[config.mk]
export PLATFORM = sky130hd
export DESIGN_NAME = text_cell_glyph_renderer_core
export DESIGN_NICKNAME = d
export VERILOG_FILES = /design/src/tgr_pkg.sv /design/src/text_cell_glyph_renderer_core.sv /design/src/tgr_ram.sv
export SDC_FILE = /design/constraint.sdc
export NUM_CORES = 1
export LEC_CHECK = 0
export ABC_CLOCK_PERIOD_IN_PS = 11600
export BUFFER_PORTS_ARGS = -buffer_cell sky130_fd_sc_hd__buf_2
export CAP_MARGIN = 20
export CORE_ASPECT_RATIO = 1.2
export CORE_MARGIN = 3
export CORE_UTILIZATION = 60
export CTS_BUF_LIST = sky130_fd_sc_hd__clkbuf_4 sky130_fd_sc_hd__clkbuf_8 sky130_fd_sc_hd__clkbuf_16
export DETAILED_ROUTE_END_ITERATION = 10
export HOLD_SLACK_MARGIN = 0.15
export PLACE_DENSITY = 0.84
export SETUP_SLACK_MARGIN = 0.02
export SYNTH_ARGS = -nofsm -noshare
export SYNTH_HDL_FRONTEND = slang
export SYNTH_SLANG_ARGS = --single-unit
[constraint.sdc]
create_clock -name i_clk -period 11.6 [get_ports i_clk]
set_clock_uncertainty 0.2 [all_clocks]
set_input_delay 0.58 -clock i_clk [delete_from_list [all_inputs] [get_ports i_clk]]
set_output_delay 0.58 -clock i_clk [all_outputs]
set_load 0.1 [all_outputs]
[src/tgr_pkg.sv]
// Shared types, constants and the 5x7 glyph table for the text cell glyph renderer.
// Used by the core, the port checker and the testbench.
package tgr_pkg;

    // Text geometry.
    localparam int TEXT_ROWS     = 4;
    localparam int CELLS_PER_ROW = 21;
    localparam int PIXEL_COLUMNS = 128;
    localparam int TEXT_LIMIT    = 96;
    localparam int CELL_WIDTH    = 6;
    localparam int GLYPH_WIDTH   = 5;
    localparam int GRID_SIZE     = TEXT_ROWS * CELLS_PER_ROW;
    localparam int GLYPH_COUNT   = 40;

    // Derived widths.
    localparam int ADDR_W  = $clog2(GRID_SIZE);
    localparam int ROW_W   = $clog2(TEXT_ROWS + 1);
    localparam int CELL_W  = $clog2(CELLS_PER_ROW + 1);
    localparam int TAKEN_W = $clog2(TEXT_LIMIT);
    localparam int COL_W   = 7;
    localparam int SUB_W   = $clog2(CELL_WIDTH);
    localparam int SLOT_W  = $clog2(GLYPH_COUNT);

    // Reciprocal of the cell width for the column-to-cell split.
    localparam int RECIP_SHIFT = 8;
    localparam int CELL_RECIP  = (1 << RECIP_SHIFT) / CELL_WIDTH + 1;
    localparam int PROD_W      = COL_W + RECIP_SHIFT - 2;

    typedef logic [7:0] t_byte;

    localparam t_byte SPACE_CODE   = 8'h20;
    localparam t_byte NEWLINE_CODE = 8'h0A;

    typedef enum logic [1:0] {
        OP_START  = 2'd0,
        OP_APPEND = 2'd1,
        OP_READ   = 2'd2,
        OP_NONE   = 2'd3
    } t_op;

    typedef enum logic {
        ST_IDLE,
        ST_RESP
    } t_state;

    // Glyph columns, bit 0 is the top pixel: digits, letters, then : - . /
    localparam t_byte GLYPH_ROM [0:GLYPH_COUNT-1][0:GLYPH_WIDTH-1] = '{
        '{8'h3E, 8'h51, 8'h49, 8'h45, 8'h3E}, '{8'h00, 8'h42, 8'h7F, 8'h40, 8'h00},
        '{8'h42, 8'h61, 8'h51, 8'h49, 8'h46}, '{8'h21, 8'h41, 8'h45, 8'h4B, 8'h31},
        '{8'h18, 8'h14, 8'h12, 8'h7F, 8'h10}, '{8'h27, 8'h45, 8'h45, 8'h45, 8'h39},
        '{8'h3C, 8'h4A, 8'h49, 8'h49, 8'h30}, '{8'h01, 8'h71, 8'h09, 8'h05, 8'h03},
        '{8'h36, 8'h49, 8'h49, 8'h49, 8'h36}, '{8'h06, 8'h49, 8'h49, 8'h29, 8'h1E},
        '{8'h7E, 8'h11, 8'h11, 8'h11, 8'h7E}, '{8'h7F, 8'h49, 8'h49, 8'h49, 8'h36},
        '{8'h3E, 8'h41, 8'h41, 8'h41, 8'h22}, '{8'h7F, 8'h41, 8'h41, 8'h22, 8'h1C},
        '{8'h7F, 8'h49, 8'h49, 8'h49, 8'h41}, '{8'h7F, 8'h09, 8'h09, 8'h09, 8'h01},
        '{8'h3E, 8'h41, 8'h49, 8'h49, 8'h7A}, '{8'h7F, 8'h08, 8'h08, 8'h08, 8'h7F},
        '{8'h00, 8'h41, 8'h7F, 8'h41, 8'h00}, '{8'h20, 8'h40, 8'h41, 8'h3F, 8'h01},
        '{8'h7F, 8'h08, 8'h14, 8'h22, 8'h41}, '{8'h7F, 8'h40, 8'h40, 8'h40, 8'h40},
        '{8'h7F, 8'h02, 8'h0C, 8'h02, 8'h7F}, '{8'h7F, 8'h04, 8'h08, 8'h10, 8'h7F},
        '{8'h3E, 8'h41, 8'h41, 8'h41, 8'h3E}, '{8'h7F, 8'h09, 8'h09, 8'h09, 8'h06},
        '{8'h3E, 8'h41, 8'h51, 8'h21, 8'h5E}, '{8'h7F, 8'h09, 8'h19, 8'h29, 8'h46},
        '{8'h46, 8'h49, 8'h49, 8'h49, 8'h31}, '{8'h01, 8'h01, 8'h7F, 8'h01, 8'h01},
        '{8'h3F, 8'h40, 8'h40, 8'h40, 8'h3F}, '{8'h1F, 8'h20, 8'h40, 8'h20, 8'h1F},
        '{8'h3F, 8'h40, 8'h38, 8'h40, 8'h3F}, '{8'h63, 8'h14, 8'h08, 8'h14, 8'h63},
        '{8'h07, 8'h08, 8'h70, 8'h08, 8'h07}, '{8'h61, 8'h51, 8'h49, 8'h45, 8'h43},
        '{8'h00, 8'h36, 8'h36, 8'h00, 8'h00}, '{8'h08, 8'h08, 8'h08, 8'h08, 8'h08},
        '{8'h00, 8'h60, 8'h60, 8'h00, 8'h00}, '{8'h20, 8'h10, 8'h08, 8'h04, 8'h02}
    };

    // Returns one glyph column for a character; unsupported characters are blank.
    function automatic t_byte glyph_column(input t_byte code, input logic [SUB_W-1:0] sub);
        t_byte             c;
        logic [SLOT_W-1:0] slot;
        logic              hit;
        c    = code;
        slot = '0;
        hit  = 1'b1;
        // Lowercase folds to uppercase.
        if (c >= 8'h61 && c <= 8'h7A) begin
            c = c - 8'h20;
        end
        if (c >= 8'h30 && c <= 8'h39) begin
            slot = SLOT_W'(c - 8'h30);
        end else if (c >= 8'h41 && c <= 8'h5A) begin
            slot = SLOT_W'(c - 8'h41 + 8'd10);
        end else if (c == 8'h3A) begin
            slot = SLOT_W'(36);
        end else if (c == 8'h2D) begin
            slot = SLOT_W'(37);
        end else if (c == 8'h2E) begin
            slot = SLOT_W'(38);
        end else if (c == 8'h2F) begin
            slot = SLOT_W'(39);
        end else begin
            hit = 1'b0;
        end
        if (!hit || int'(sub) >= GLYPH_WIDTH) begin
            return 8'h00;
        end
        return GLYPH_ROM[slot][sub];
    endfunction

endpackage

[src/text_cell_glyph_renderer_core.sv]
// Top level of the text cell glyph renderer: cursor, grid RAM and glyph lookup.
// Depends on tgr_pkg and tgr_ram.
//
//  Channel   Handshake             Payload
//  request   start, busy           i_operation, i_char_code, i_page, i_pixel_column
//  result    o_strobe (1 cycle)    o_column_byte, o_text_full
//
// Start, append and unused requests strobe their result in the cycle after
// acceptance. A read passes through the registered read port of the grid RAM
// and then the result register; busy is high for the cycle in which the RAM
// data is turned into a glyph column. Reset is synchronous and clears the grid
// through per-cell valid bits, so no clearing pass is needed. The receiver
// cannot stall; each result is shown for exactly one cycle.
module text_cell_glyph_renderer_core (
    input  logic                       i_clk,
    input  logic                       i_rst_n,
    input  logic                       start,
    output logic                       busy,
    input  logic [1:0]                 i_operation,
    input  logic [7:0]                 i_char_code,
    input  logic [1:0]                 i_page,
    input  logic [tgr_pkg::COL_W-1:0]  i_pixel_column,
    output logic                       o_strobe,
    output logic [7:0]                 o_column_byte,
    output logic                       o_text_full
);
    import tgr_pkg::*;

    t_state              r_state, n_state;
    logic [ROW_W-1:0]    r_row, n_row;
    logic [CELL_W-1:0]   r_cell, n_cell;
    logic [TAKEN_W-1:0]  r_taken, n_taken;
    logic [GRID_SIZE-1:0] r_valid, n_valid;
    logic                r_strobe, n_strobe;
    t_byte               r_byte, n_byte;

    // Read stage registers.
    logic                r_blank;
    logic [SUB_W-1:0]    r_sub;
    logic                r_ent_valid;

    logic                accept;
    logic                full_now;
    logic                wr_en;
    logic [ADDR_W-1:0]   wr_addr;
    logic [ROW_W-1:0]    row_wr;
    logic [CELL_W-1:0]   cell_wr;
    logic                row_over;

    logic [PROD_W-1:0]   col_prod;
    logic [CELL_W-1:0]   q0, q;
    logic [COL_W:0]      rem0, rem;
    logic                rd_blank;
    logic [ADDR_W-1:0]   rd_addr;
    t_byte               ram_rdata;
    t_byte               shown_code;

    assign accept   = start && !busy;
    assign full_now = (int'(r_row) >= TEXT_ROWS) || (int'(r_taken) >= TEXT_LIMIT - 1);

    // Split the pixel column into cell and sub-column by reciprocal multiply.
    always_comb begin
        col_prod = PROD_W'(i_pixel_column) * PROD_W'(CELL_RECIP);
        q0       = CELL_W'(col_prod >> RECIP_SHIFT);
        rem0     = (COL_W+1)'(i_pixel_column) - (COL_W+1)'(q0) * (COL_W+1)'(CELL_WIDTH);
        if (int'(rem0) >= CELL_WIDTH) begin
            q   = q0 + 1'b1;
            rem = rem0 - (COL_W+1)'(CELL_WIDTH);
        end else begin
            q   = q0;
            rem = rem0;
        end
        rd_blank = (int'(i_page) >= TEXT_ROWS) || (int'(i_pixel_column) >= PIXEL_COLUMNS)
                || (int'(q) >= CELLS_PER_ROW) || (int'(rem) >= GLYPH_WIDTH)
                || ((int'(q) + 1) * CELL_WIDTH > PIXEL_COLUMNS);
        rd_addr  = ADDR_W'(int'(i_page) * CELLS_PER_ROW + int'(q));
    end

    // Append target: wrap to the next row when the current row is full.
    always_comb begin
        row_over = int'(r_cell) >= CELLS_PER_ROW;
        row_wr   = row_over ? r_row + 1'b1 : r_row;
        cell_wr  = row_over ? '0 : r_cell;
        wr_addr  = ADDR_W'(int'(row_wr) * CELLS_PER_ROW + int'(cell_wr));
    end

    // Next state, cursor update and result selection.
    always_comb begin
        n_state  = r_state;
        n_row    = r_row;
        n_cell   = r_cell;
        n_taken  = r_taken;
        n_valid  = r_valid;
        n_strobe = 1'b0;
        n_byte   = 8'h00;
        wr_en    = 1'b0;
        shown_code = r_ent_valid ? ram_rdata : SPACE_CODE;
        case (r_state)
            ST_IDLE: begin
                if (accept) begin
                    case (i_operation)
                        OP_START: begin
                            n_row    = '0;
                            n_cell   = '0;
                            n_taken  = '0;
                            n_valid  = '0;
                            n_strobe = 1'b1;
                        end
                        OP_APPEND: begin
                            n_strobe = 1'b1;
                            if (i_char_code != 8'h00 && !full_now) begin
                                n_taken = r_taken + 1'b1;
                                if (i_char_code == NEWLINE_CODE) begin
                                    n_row  = r_row + 1'b1;
                                    n_cell = '0;
                                end else if (int'(row_wr) >= TEXT_ROWS) begin
                                    n_row  = row_wr;
                                    n_cell = '0;
                                end else begin
                                    n_row            = row_wr;
                                    n_cell           = cell_wr + 1'b1;
                                    wr_en            = 1'b1;
                                    n_valid[wr_addr] = 1'b1;
                                end
                            end
                        end
                        OP_READ: begin
                            n_state = ST_RESP;
                        end
                        default: begin
                            n_strobe = 1'b1;
                        end
                    endcase
                end
            end
            ST_RESP: begin
                n_strobe = 1'b1;
                n_byte   = r_blank ? 8'h00 : glyph_column(shown_code, r_sub);
                n_state  = ST_IDLE;
            end
            default: begin
                n_state = ST_IDLE;
            end
        endcase
    end

    // Control registers.
    always_ff @(posedge i_clk) begin
        if (!i_rst_n) begin
            r_state  <= ST_IDLE;
            r_row    <= '0;
            r_cell   <= '0;
            r_taken  <= '0;
            r_valid  <= '0;
            r_strobe <= 1'b0;
        end else begin
            r_state  <= n_state;
            r_row    <= n_row;
            r_cell   <= n_cell;
            r_taken  <= n_taken;
            r_valid  <= n_valid;
            r_strobe <= n_strobe;
        end
    end

    // Payload registers.
    always_ff @(posedge i_clk) begin
        r_byte <= n_byte;
        if (accept) begin
            r_blank     <= rd_blank;
            r_sub       <= rem[SUB_W-1:0];
            r_ent_valid <= rd_blank ? 1'b0 : r_valid[rd_addr];
        end
    end

    // Character grid storage.
    tgr_ram #(
        .WIDTH (8),
        .DEPTH (GRID_SIZE)
    ) u_grid (
        .i_clk   (i_clk),
        .i_we    (wr_en),
        .i_waddr (wr_addr),
        .i_wdata (i_char_code),
        .i_re    (accept),
        .i_raddr (rd_addr),
        .o_rdata (ram_rdata)
    );

    assign busy          = (r_state == ST_RESP) || !i_rst_n;
    assign o_strobe      = r_strobe;
    assign o_column_byte = r_byte;
    assign o_text_full   = full_now;

endmodule

[src/tgr_ram.sv]
// Generic single-write, single-read RAM with a registered read port.
// No dependencies.
module tgr_ram #(
    parameter int WIDTH = 8,
    parameter int DEPTH = 84
) (
    input  logic                     i_clk,
    input  logic                     i_we,
    input  logic [$clog2(DEPTH)-1:0] i_waddr,
    input  logic [WIDTH-1:0]         i_wdata,
    input  logic                     i_re,
    input  logic [$clog2(DEPTH)-1:0] i_raddr,
    output logic [WIDTH-1:0]         o_rdata
);

    logic [WIDTH-1:0] mem [0:DEPTH-1];
    logic [WIDTH-1:0] r_rdata;

    // Write port and registered read port.
    always_ff @(posedge i_clk) begin
        if (i_we) begin
            mem[i_waddr] <= i_wdata;
        end
        if (i_re) begin
            r_rdata <= mem[i_raddr];
        end
    end

    assign o_rdata = r_rdata;

endmodule

==> impl_results.html <==
<table>
<tr><th>Metric</th><th>Value</th></tr>
<tr><th colspan="2">Finish</th></tr>
<tr><td>Layout cells sized above 1</td><td>20.34%</td></tr>
<tr><td>Final nets</td><td>2431</td></tr>
<tr><td>Area grow syn2layout</td><td>10.46%</td></tr>
<tr><td>Cell Count, Final, Fillers Out</td><td>3148</td></tr>
<tr><th colspan="2">Clocking</th></tr>
<tr><td>Root Driver</td><td>sky130_fd_sc_hd__clkbuf_16</td></tr>
<tr><td>Clock transition at the registers of the reported paths</td><td>0.06 ns</td></tr>
<tr><td>CTS tree</td><td>done</td></tr>
<tr><td>Deepest clock path buffer count</td><td>3</td></tr>
<tr><td>Number of sinks on the clock net</td><td>793</td></tr>
<tr><td>H-tree Lvls</td><td>3</td></tr>
<tr><td>Inserted Clock Buffers</td><td>75</td></tr>
<tr><td>Clock latency at the later pin of the worst-skew pair</td><td>0.64 ns</td></tr>
<tr><td>Post-CTS Resized</td><td>0</td></tr>
<tr><td>Number of buffers added for setup after CTS</td><td>0</td></tr>
<tr><th colspan="2">STA</th></tr>
<tr><td>Final setup violation count</td><td>0</td></tr>
<tr><td>Unrepaired setup endpoints after global routing</td><td>false</td></tr>
<tr><td>Count of endpoints failing hold in the final timing report</td><td>0</td></tr>
<tr><td>Ratio of final minimum period to clock period</td><td>89.38%</td></tr>
<tr><td>Final worst slack</td><td>1.232 ns</td></tr>
<tr><td>Final critical-path required period</td><td>10.37 ns</td></tr>
<tr><td>TNS Setup</td><td>0 ns</td></tr>
<tr><td>Tightest Pin Transition</td><td>1.114 ns</td></tr>
<tr><td>Final Slew Violations</td><td>0</td></tr>
<tr><td>Peak clock frequency supported by timing</td><td>96.45 MHz</td></tr>
<tr><td>Worst slew margin</td><td>25.54%</td></tr>
<tr><td>Final worst hold slack</td><td>0.2264 ns</td></tr>
<tr><th colspan="2">Synth</th></tr>
<tr><td>Count of mapped cells out of synthesis</td><td>2252</td></tr>
<tr><td>Main synth FF type</td><td>sky130_fd_sc_hd__edfxtp_1</td></tr>
<tr><td>Most frequent cells after synthesis</td><td>sky130_fd_sc_hd__edfxtp_1, sky130_fd_sc_hd__nor2_1, sky130_fd_sc_hd__mux4_2</td></tr>
<tr><td>EDFF count, synth</td><td>685</td></tr>
<tr><td>Post-synth top area share</td><td>57.76%</td></tr>
<tr><td>Number of synthesized register bits</td><td>793</td></tr>
<tr><td>Yosys top cell by area</td><td>sky130_fd_sc_hd__edfxtp_1</td></tr>
<tr><td>Number of warnings printed during yosys synthesis</td><td>0</td></tr>
<tr><td>Synthesized area per cell</td><td>15.81 um^2</td></tr>
<tr><td>Number of nets produced by synthesis</td><td>2388</td></tr>
<tr><td>Post-Synthesis Cell Area</td><td>0.03561 mm^2</td></tr>
<tr><td>Synth cell types</td><td>92</td></tr>
<tr><td>Share of flip-flops with an asynchronous set or reset after synthesis</td><td>0%</td></tr>
<tr><td>Synth area leaders</td><td>sky130_fd_sc_hd__edfxtp_1, sky130_fd_sc_hd__mux4_2, sky130_fd_sc_hd__dfxtp_1</td></tr>
<tr><td>Portion of the post-synthesis area used by sequential elements</td><td>63.83%</td></tr>
<tr><td>Most frequent cell after synthesis</td><td>sky130_fd_sc_hd__edfxtp_1</td></tr>
<tr><th colspan="2">Drt</th></tr>
<tr><td>DRC violation count after routing</td><td>2</td></tr>
<tr><td>DRT Wirelength</td><td>95340 um</td></tr>
<tr><td>Detail-routed net length per standard cell</td><td>30.29 um</td></tr>
<tr><td>Total number of vias</td><td>21660</td></tr>
<tr><td>First-iteration detailed-routing DRC count</td><td>3206</td></tr>
<tr><td>Post-route ant nets</td><td>0</td></tr>
<tr><td>DRT Pass-1 Iters</td><td>9</td></tr>
<tr><td>Vias per cell</td><td>6.881</td></tr>
<tr><th colspan="2">Global route</th></tr>
<tr><td>Remaining global-route overflow</td><td>0</td></tr>
<tr><td>Antenna violations before repair</td><td>1</td></tr>
<tr><td>Pin count of the biggest net entering global routing</td><td>90</td></tr>
<tr><td>First-pass GRT wire length</td><td>143400 um</td></tr>
<tr><td>Via count of the first global-routing pass</td><td>21740</td></tr>
<tr><td>Overall fraction of global-route tracks in use</td><td>30.87%</td></tr>
<tr><th colspan="2">Floorplanning</th></tr>
<tr><td>Floorplan die area</td><td>0.06233 mm^2</td></tr>
<tr><td>Number of ports placed on the die boundary</td><td>33</td></tr>
<tr><td>Core area</td><td>0.05862 mm^2</td></tr>
<tr><td>Num rows</td><td>97</td></tr>
<tr><td>Die span in y</td><td>272.9 um</td></tr>
<tr><td>Horizontal extent of the die</td><td>228.4 um</td></tr>
<tr><td>Effective utilization at floorplan</td><td>60.75%</td></tr>
<tr><th colspan="2">Worst setup path</th></tr>
<tr><td>Slowest cell on crit path</td><td>sky130_fd_sc_hd__ha_4</td></tr>
<tr><td>Crit path DAT</td><td>10.52 ns</td></tr>
<tr><td>Internal reg-to-reg setup slack</td><td>5.14 ns</td></tr>
<tr><td>Data required time of the critical path</td><td>11.75 ns</td></tr>
<tr><td>Category of the worst setup path capture point</td><td>flop</td></tr>
<tr><td>CP Max Fanout</td><td>40</td></tr>
<tr><td>Worst stage delay on the critical path</td><td>0.92 ns</td></tr>
<tr><td>Kind of critical path</td><td>in2reg</td></tr>
<tr><td>Launching element type of the critical path</td><td>input port</td></tr>
<tr><th colspan="2">Outcome</th></tr>
<tr><td>Violations in the final reports</td><td>design-rule violations</td></tr>
<tr><td>Result of the run</td><td>finished, violations left</td></tr>
<tr><th colspan="2">Flow run</th></tr>
<tr><td>Max-capacitance violation count</td><td>0</td></tr>
<tr><th colspan="2">Placement</th></tr>
<tr><td>Minimum setup slack after placement</td><td>1.112 ns</td></tr>
<tr><td>Number of port buffers</td><td>31</td></tr>
<tr><td>Post-placement cell count</td><td>3001</td></tr>
<tr><td>Placed wire-length estimate</td><td>56810 um</td></tr>
<tr><td>Final weighted congestion of routability-driven global placement</td><td>0.9117</td></tr>
<tr><th colspan="2">Min path</th></tr>
<tr><td>Classification of the worst-slack hold path</td><td>in2reg</td></tr>
</table>
metal layers:
layer / GRT usage, % / up-vias / share of wire [%]
li1: - / 8957 / -
met1: 39.08 / 10850 / 35
met2: 52.50 / 1543 / 51
met3: 5.578 / 306 / 9.2
met4: 14.25 / 0 / 5.5
met5: 0 / - / 0
sequential cells by signal, summed over array words and instances (netlist names):
register / count
u_grid.mem: 672
r_valid: 84
u_grid.o_rdata: 8
o_column_byte: 7
r_taken: 7
r_cell: 5
r_row: 3
r_sub: 3
o_strobe: 1
r_blank: 1
r_ent_valid: 1
r_state: 1
final cells by class:
cell class                 count  area, um^2
sequential                   793       22730
fill                        3621       19280
multi-input combinational   1284       12290
clock buffer                  96        2052
tap                          792       991.0
timing repair buffer          78       633.1
clock inverter                41       395.4
inverter                      63       236.5
antenna                        1       2.502
placed cells by master (no fill, tap or decap), drive strengths merged, types with 7 or more instances in the layout:
master       instances
nand2b              11
nand2              114
dfxtp              108
o21a                 7
o21ai               57
xnor2               24
clkbuf              97
mux4               242
ha                 102
nor4                 7
nor2b               19
nor3                24
a21o                12
a31oi               18
clkinv              28
o211ai              11
o31ai                8
a21oi              148
and2                12
mux2i               17
nand3               32
xor2                17
a211oi              10
edfxtp             685
dlygate4sd3          7
a311oi               8
nor2               253
inv                 67
buf                 70
fa                  12
or3                  8
critical path: cells and delay by family:
family,cells,cell delay [ns]
buffers and inverters,7,1.56
xor gates and xnor gates,3,0.77
adders and majority gates,8,3.49
and+or+nand+nor,6,1.57
AOI/OAI and AO/OA,5,0.84
muxes,3,1.66
cells by family after synthesis:
logic type,synth area share [%]
multiplexers,15.92
adder cells (fa/ha/maj),4.258
AO/OA/AOI/OAI,6.482
AND/OR/NAND/NOR,6.531
flip-flops,63.83
XOR/XNOR,1.082
buffers and inverters,1.887
other,0.01053
timing repair:
action,4_1_cts,5_1_grt
endpoints found under the setup margin,0,0
endpoints found under the hold margin,11,0
hold buffers,7,0
final timing paths:
check / cells after the start / start / to
max: 32 / i_pixel_column[0] / u_grid.o_rdata[0]
min reg2reg: 2 / r_valid[8] / r_valid[8]
min: 3 / i_operation[0] / r_state
max reg2reg: 24 / r_ent_valid / o_column_byte[1]
metrics by stage:
stage                     utilization [%]  area, um^2
after floorplan                         -       35610
after global placement              62.75       36780
after detailed placement            62.75       36780
after CTS                           67.04       39300
after global routing                67.10       39330
final                               67.10       39340
Power is not shown: default switching activity piles up to over one toggle a cycle in this logic, so the estimate is an artifact.
